File: src/rtl/core/vd3_pkg.sv
`timescale 1ns / 1ps
package vd3_pkg;
	localparam int NgbMax = 64;
	localparam int AddrW = $clog2(NgbMax);
	localparam int CntW = $clog2(NgbMax + 1);
	localparam int SumW = 16 + CntW;
	localparam int SqW = 32 + CntW;
	localparam int SsW = 32 + CntW;
	localparam int TotW = 2 * SumW + 2;
	localparam int DistW = 18 + CntW;

	typedef enum logic [3:0] {
		ST_LOAD,
		ST_RD,
		ST_ACC,
		ST_SQRT,
		ST_VAR,
		ST_DIV,
		ST_RSQRT,
		ST_OUT
	} state_t;

	typedef struct packed {
		logic clr_acc;
		logic rd_en;
		logic acc_en;
		logic sqrt_start;
		logic var_start;
		logic div_start;
		logic rsqrt_start;
		logic out_load;
	} cmd_t;

	typedef struct packed {
		logic sqrt_done;
		logic var_done;
		logic div_done;
		logic rsqrt_done;
		logic rd_last;
	} sts_t;
endpackage

File: src/rtl/core/vd3_ctrl.sv
`timescale 1ns / 1ps
module vd3_ctrl (
	input  logic          clk,
	input  logic          arst_n,
	input  logic          in_xfer,
	input  logic          in_last,
	input  logic          out_free,
	input  vd3_pkg::sts_t sts,
	output vd3_pkg::cmd_t cmd,
	output logic          busy
);
	vd3_pkg::state_t state_q, state_d;

	always_ff @(posedge clk or negedge arst_n) begin
		if (!arst_n) state_q <= vd3_pkg::ST_LOAD;
		else state_q <= state_d;
	end

	always_comb begin
		state_d = state_q;
		cmd = '0;
		busy = 1'b1;
		case (state_q)
			vd3_pkg::ST_LOAD: begin
				busy = 1'b0;
				if (in_xfer && in_last) begin
					state_d = vd3_pkg::ST_RD;
					cmd.clr_acc = 1'b1;
				end
			end
			vd3_pkg::ST_RD: begin
				cmd.rd_en = 1'b1;
				state_d = vd3_pkg::ST_ACC;
			end
			vd3_pkg::ST_ACC: begin
				cmd.acc_en = 1'b1;
				cmd.sqrt_start = 1'b1;
				state_d = vd3_pkg::ST_SQRT;
			end
			vd3_pkg::ST_SQRT: begin
				if (sts.sqrt_done) begin
					if (sts.rd_last) begin
						cmd.var_start = 1'b1;
						state_d = vd3_pkg::ST_VAR;
					end else state_d = vd3_pkg::ST_RD;
				end
			end
			vd3_pkg::ST_VAR: begin
				if (sts.var_done) begin
					cmd.div_start = 1'b1;
					state_d = vd3_pkg::ST_DIV;
				end
			end
			vd3_pkg::ST_DIV: begin
				if (sts.div_done) begin
					cmd.rsqrt_start = 1'b1;
					state_d = vd3_pkg::ST_RSQRT;
				end
			end
			vd3_pkg::ST_RSQRT: begin
				if (sts.rsqrt_done) state_d = vd3_pkg::ST_OUT;
			end
			vd3_pkg::ST_OUT: begin
				if (out_free) begin
					cmd.out_load = 1'b1;
					state_d = vd3_pkg::ST_LOAD;
				end
			end
			default: state_d = vd3_pkg::ST_LOAD;
		endcase
	end
endmodule

File: config.mk
export PLATFORM = sky130hd
export DESIGN_NAME = vd3_ctrl
export DESIGN_NICKNAME = d
export VERILOG_FILES = /design/src/rtl/core/vd3_pkg.sv /design/src/rtl/core/vd3_ctrl.sv
export SDC_FILE = /design/constraint.sdc
export NUM_CORES = 1
export LEC_CHECK = 0
export ABC_AREA = 0
export BUFFER_PORTS_ARGS = -buffer_cell sky130_fd_sc_hd__buf_2
export CAP_MARGIN = 20
export CORE_AREA = 2 2 39 41
export CTS_BUF_LIST = sky130_fd_sc_hd__clkbuf_2 sky130_fd_sc_hd__clkbuf_4 sky130_fd_sc_hd__clkbuf_8
export DETAILED_ROUTE_END_ITERATION = 10
export DIE_AREA = 0 0 41 43
export PLACE_DENSITY = 0.49
export SYNTH_ARGS = -nofsm -noshare
export SYNTH_HDL_FRONTEND = slang
export SYNTH_SLANG_ARGS = --single-unit
File: constraint.sdc
create_clock -name clk -period 3.7 [get_ports clk]
set_input_delay 0.74 -clock clk [delete_from_list [all_inputs] [get_ports clk]]
set_output_delay 0.74 -clock clk [all_outputs]
set_load 0.1 [all_outputs]
==> flow_summary_export.csv <==
group,metric,value,unit
clocking,holdBufCountCts,0,
timing,period_share,67.26,%
synthesis,synth-seq-cells,3,
drt,vias_per_cell,4.378,
clocking,cts_buffer_depth,2,
finish,final_core_util,32.10,%
timing,maxSlewViolCount,0,
place,dp_hpwl,598.9,µm
min_path,min_path_type,"input pin to asynchronous set/reset pin",
timing,whs,296.5,ps
floorplanning,die-area,1763,µm²
timing,slew_headroom,67.94,%
finish,antenna_cells,0,
timing,finalHoldViolations,0,
floorplanning,rows,14,
clocking,numCtsBuffers,3,
finish,layout.nets,73,
drt,drcViolationCount,0,
timing,fin_crit,2489,ps
timing,worst_slew_pin_slew,484.3,ps
synthesis,syn_inst,38,
clocking,cts_htree_levels,1,
synthesis,syn_nets,52,
job,cap_violations,0,
clocking,clk_latency,230,ps
synthesis,synth_cell_types,20,
grt,grt_max_degree,13,
timing,fin_worst_skew,1.706,ps
clocking,postCtsSetupBuffers,0,
clocking,ctsResizeCount,0,
synthesis,avgSynthCellArea,8.297,µm²
timing,max_freq,401.8,MHz
setup_path,crit_fanout,6,
grt,grt_util_all_layers,9.063,%
floorplanning,io_pins,19,
synthesis,post-synth-top-count-cell,"inv_1",
synthesis,yosysWarnings,0,
clocking,cts_tree,"yes",
synthesis,yosysTopAreaCell,"dfrtp_1",
grt,grt-ovfl-total,0,
timing,setup_viol,0,
finish,layout-drive-gt1-share,43.10,%
setup_path,worstSetupPathType,"flop to output pin",
grt,grt_pass1_vias,271,
timing,rsz0062_at_grt,"no",
setup_path,crit_slowest_cell,"buf_2",
floorplanning,start_util,22.78,%
setup_path,crit_path_end_kind,"output pin",
finish,largest_reg_flops,3,
finish,syn_to_final_growth,40.87,%
drt,totalWireLength,729,µm
floorplanning,core-area,1384,µm²
floorplanning,chipHeight,43,µm
grt,grt_antenna_before_repair,0,
place,routabilityCongestion,0.6904,
place,dpl-instance-area,414.1,µm²
setup_path,required,2960,ps
synthesis,synth_area,315.3,µm²
drt,num_vias,324,
drt,first_iter_violations,7,
drt,ant_nets,0,
place,numPortBuffers,18,
grt,grt_first_pass_wirelength,1062,µm
synthesis,synth.area.top_cells,"dfrtp_1, ha_1, inv_1",
synthesis,synth_top_area_share,23.81,%
synthesis,ys_seq_area_share,23.81,%
setup_path,crit_chain,"inv_1 -> ha_1 -> or2b_1 -> nor2_1 -> buf_2",
setup_path,slowest_delay,420,ps
clocking,cts.clk_slew.worst_paths,40,ps
run_status,status,"complete, no violations",
setup_path,crit_arrival,1750,ps
synthesis,synth-edff-count,0,
synthesis,synth_ff_type,"dfrtp_1",
clocking,cts.sinks,3,
drt,firstDrtPassIters,4,
clocking,cts_root_buf,"clkbuf_4",
drt,routedWlPerCell,9.851,µm
finish,n_fill_cell,145,
finish,largest_register,"state_q",
timing,setup_tns,0,ps
synthesis,async_reset_ff_share,100.0,%
setup_path,start_kind,"flop",
finish,fin_area,444.2,µm²
synthesis,ys_top_cells_by_count,"inv_1, ha_1, nand2_1",
finish,largestRegisters,"state_q x3",
floorplanning,die_w,41,µm
[cell families (layout without fill, tap and decap cells)]
group	count (synthesis)	count (layout)	synth area share (%)
AND/OR/NAND/NOR	15	15	24.21
buffers and inverters	8	28	10.71
AO/OA/AOI/OAI	6	6	17.46
adder cells (fa/ha/maj)	4	4	15.87
flip-flops	3	3	23.81
multiplexers	2	2	7.935
[worst paths after layout]
path,cells past startpoint,slack (ps),endpoint,from
worst max-delay path,5,1210,cmd[7],state_q[0]
worst min-delay path,1,300,state_q[2],arst_n
worst max register to register,5,2070,state_q[1],state_q[1]
worst min register to register,1,580,state_q[1],state_q[1]
max in group asynchronous,1,3300,state_q[0],arst_n
min in group clk,1,580,state_q[1],state_q[1]
[worst max-delay path, delay by kind of cell, from the launching register on]
family | cells | cell delay, ps
DFF | 1 | 390
and+or+nand+nor | 2 | 350
adders and majority gates | 1 | 260
buffers and inverters | 2 | 520
[placed cells by master (no fill, tap or decap)]
cell type	netlist	final
a221o_1	1	1
and3_1	3	3
buf_2	0	18
clkbuf_4	0	4
dfrtp_1	3	3
ha_1	4	4
inv_1	6	6
mux2_4	1	1
mux2i_1	1	1
nand2_1	4	4
nand2b_1	1	1
nor2_1	2	2
nor2b_1	1	1
nor3_1	3	3
o21ai_0	1	1
o21ai_2	1	1
o221ai_1	1	1
o221ai_2	1	1
o31ai_1	1	1
or2b_1	1	1
[metrics by stage]
stage | instances | setup WS (ps)
2_1_floorplan | 38 | 155.4
3_3_place_gp | 70 | 1462
3_5_place_dp | 70 | 1436
4_1_cts | 74 | 1171
5_1_grt | 74 | 1006
6_report | 74 | 1211
[layout make-up]
cell class | instances | area, µm² | area share [%]
clock buffers | 4 | 30.03 | 6.761
inverters | 6 | 22.52 | 5.070
multi-input cells | 27 | 206.4 | 46.48
flip-flops and latches | 3 | 75.07 | 16.90
well taps | 16 | 20.02 | 4.507
repair buffers | 18 | 90.09 | 20.28
[layer usage]
| layer | vias up | GRT usage [%] | wire [µm] |
|---|---|---|---|
| met5 | - | 0 | 0 |
| met4 | 0 | 6.000 | 0 |
| met3 | 0 | 1.571 | 63 |
| met2 | 15 | 14.69 | 338 |
| met1 | 140 | 10.06 | 327 |
| li1 | 169 | - | - |
Power is left out: the tool's default activity adds up to more than one toggle a clock period on the data nets, which glitch-free logic cannot reach.
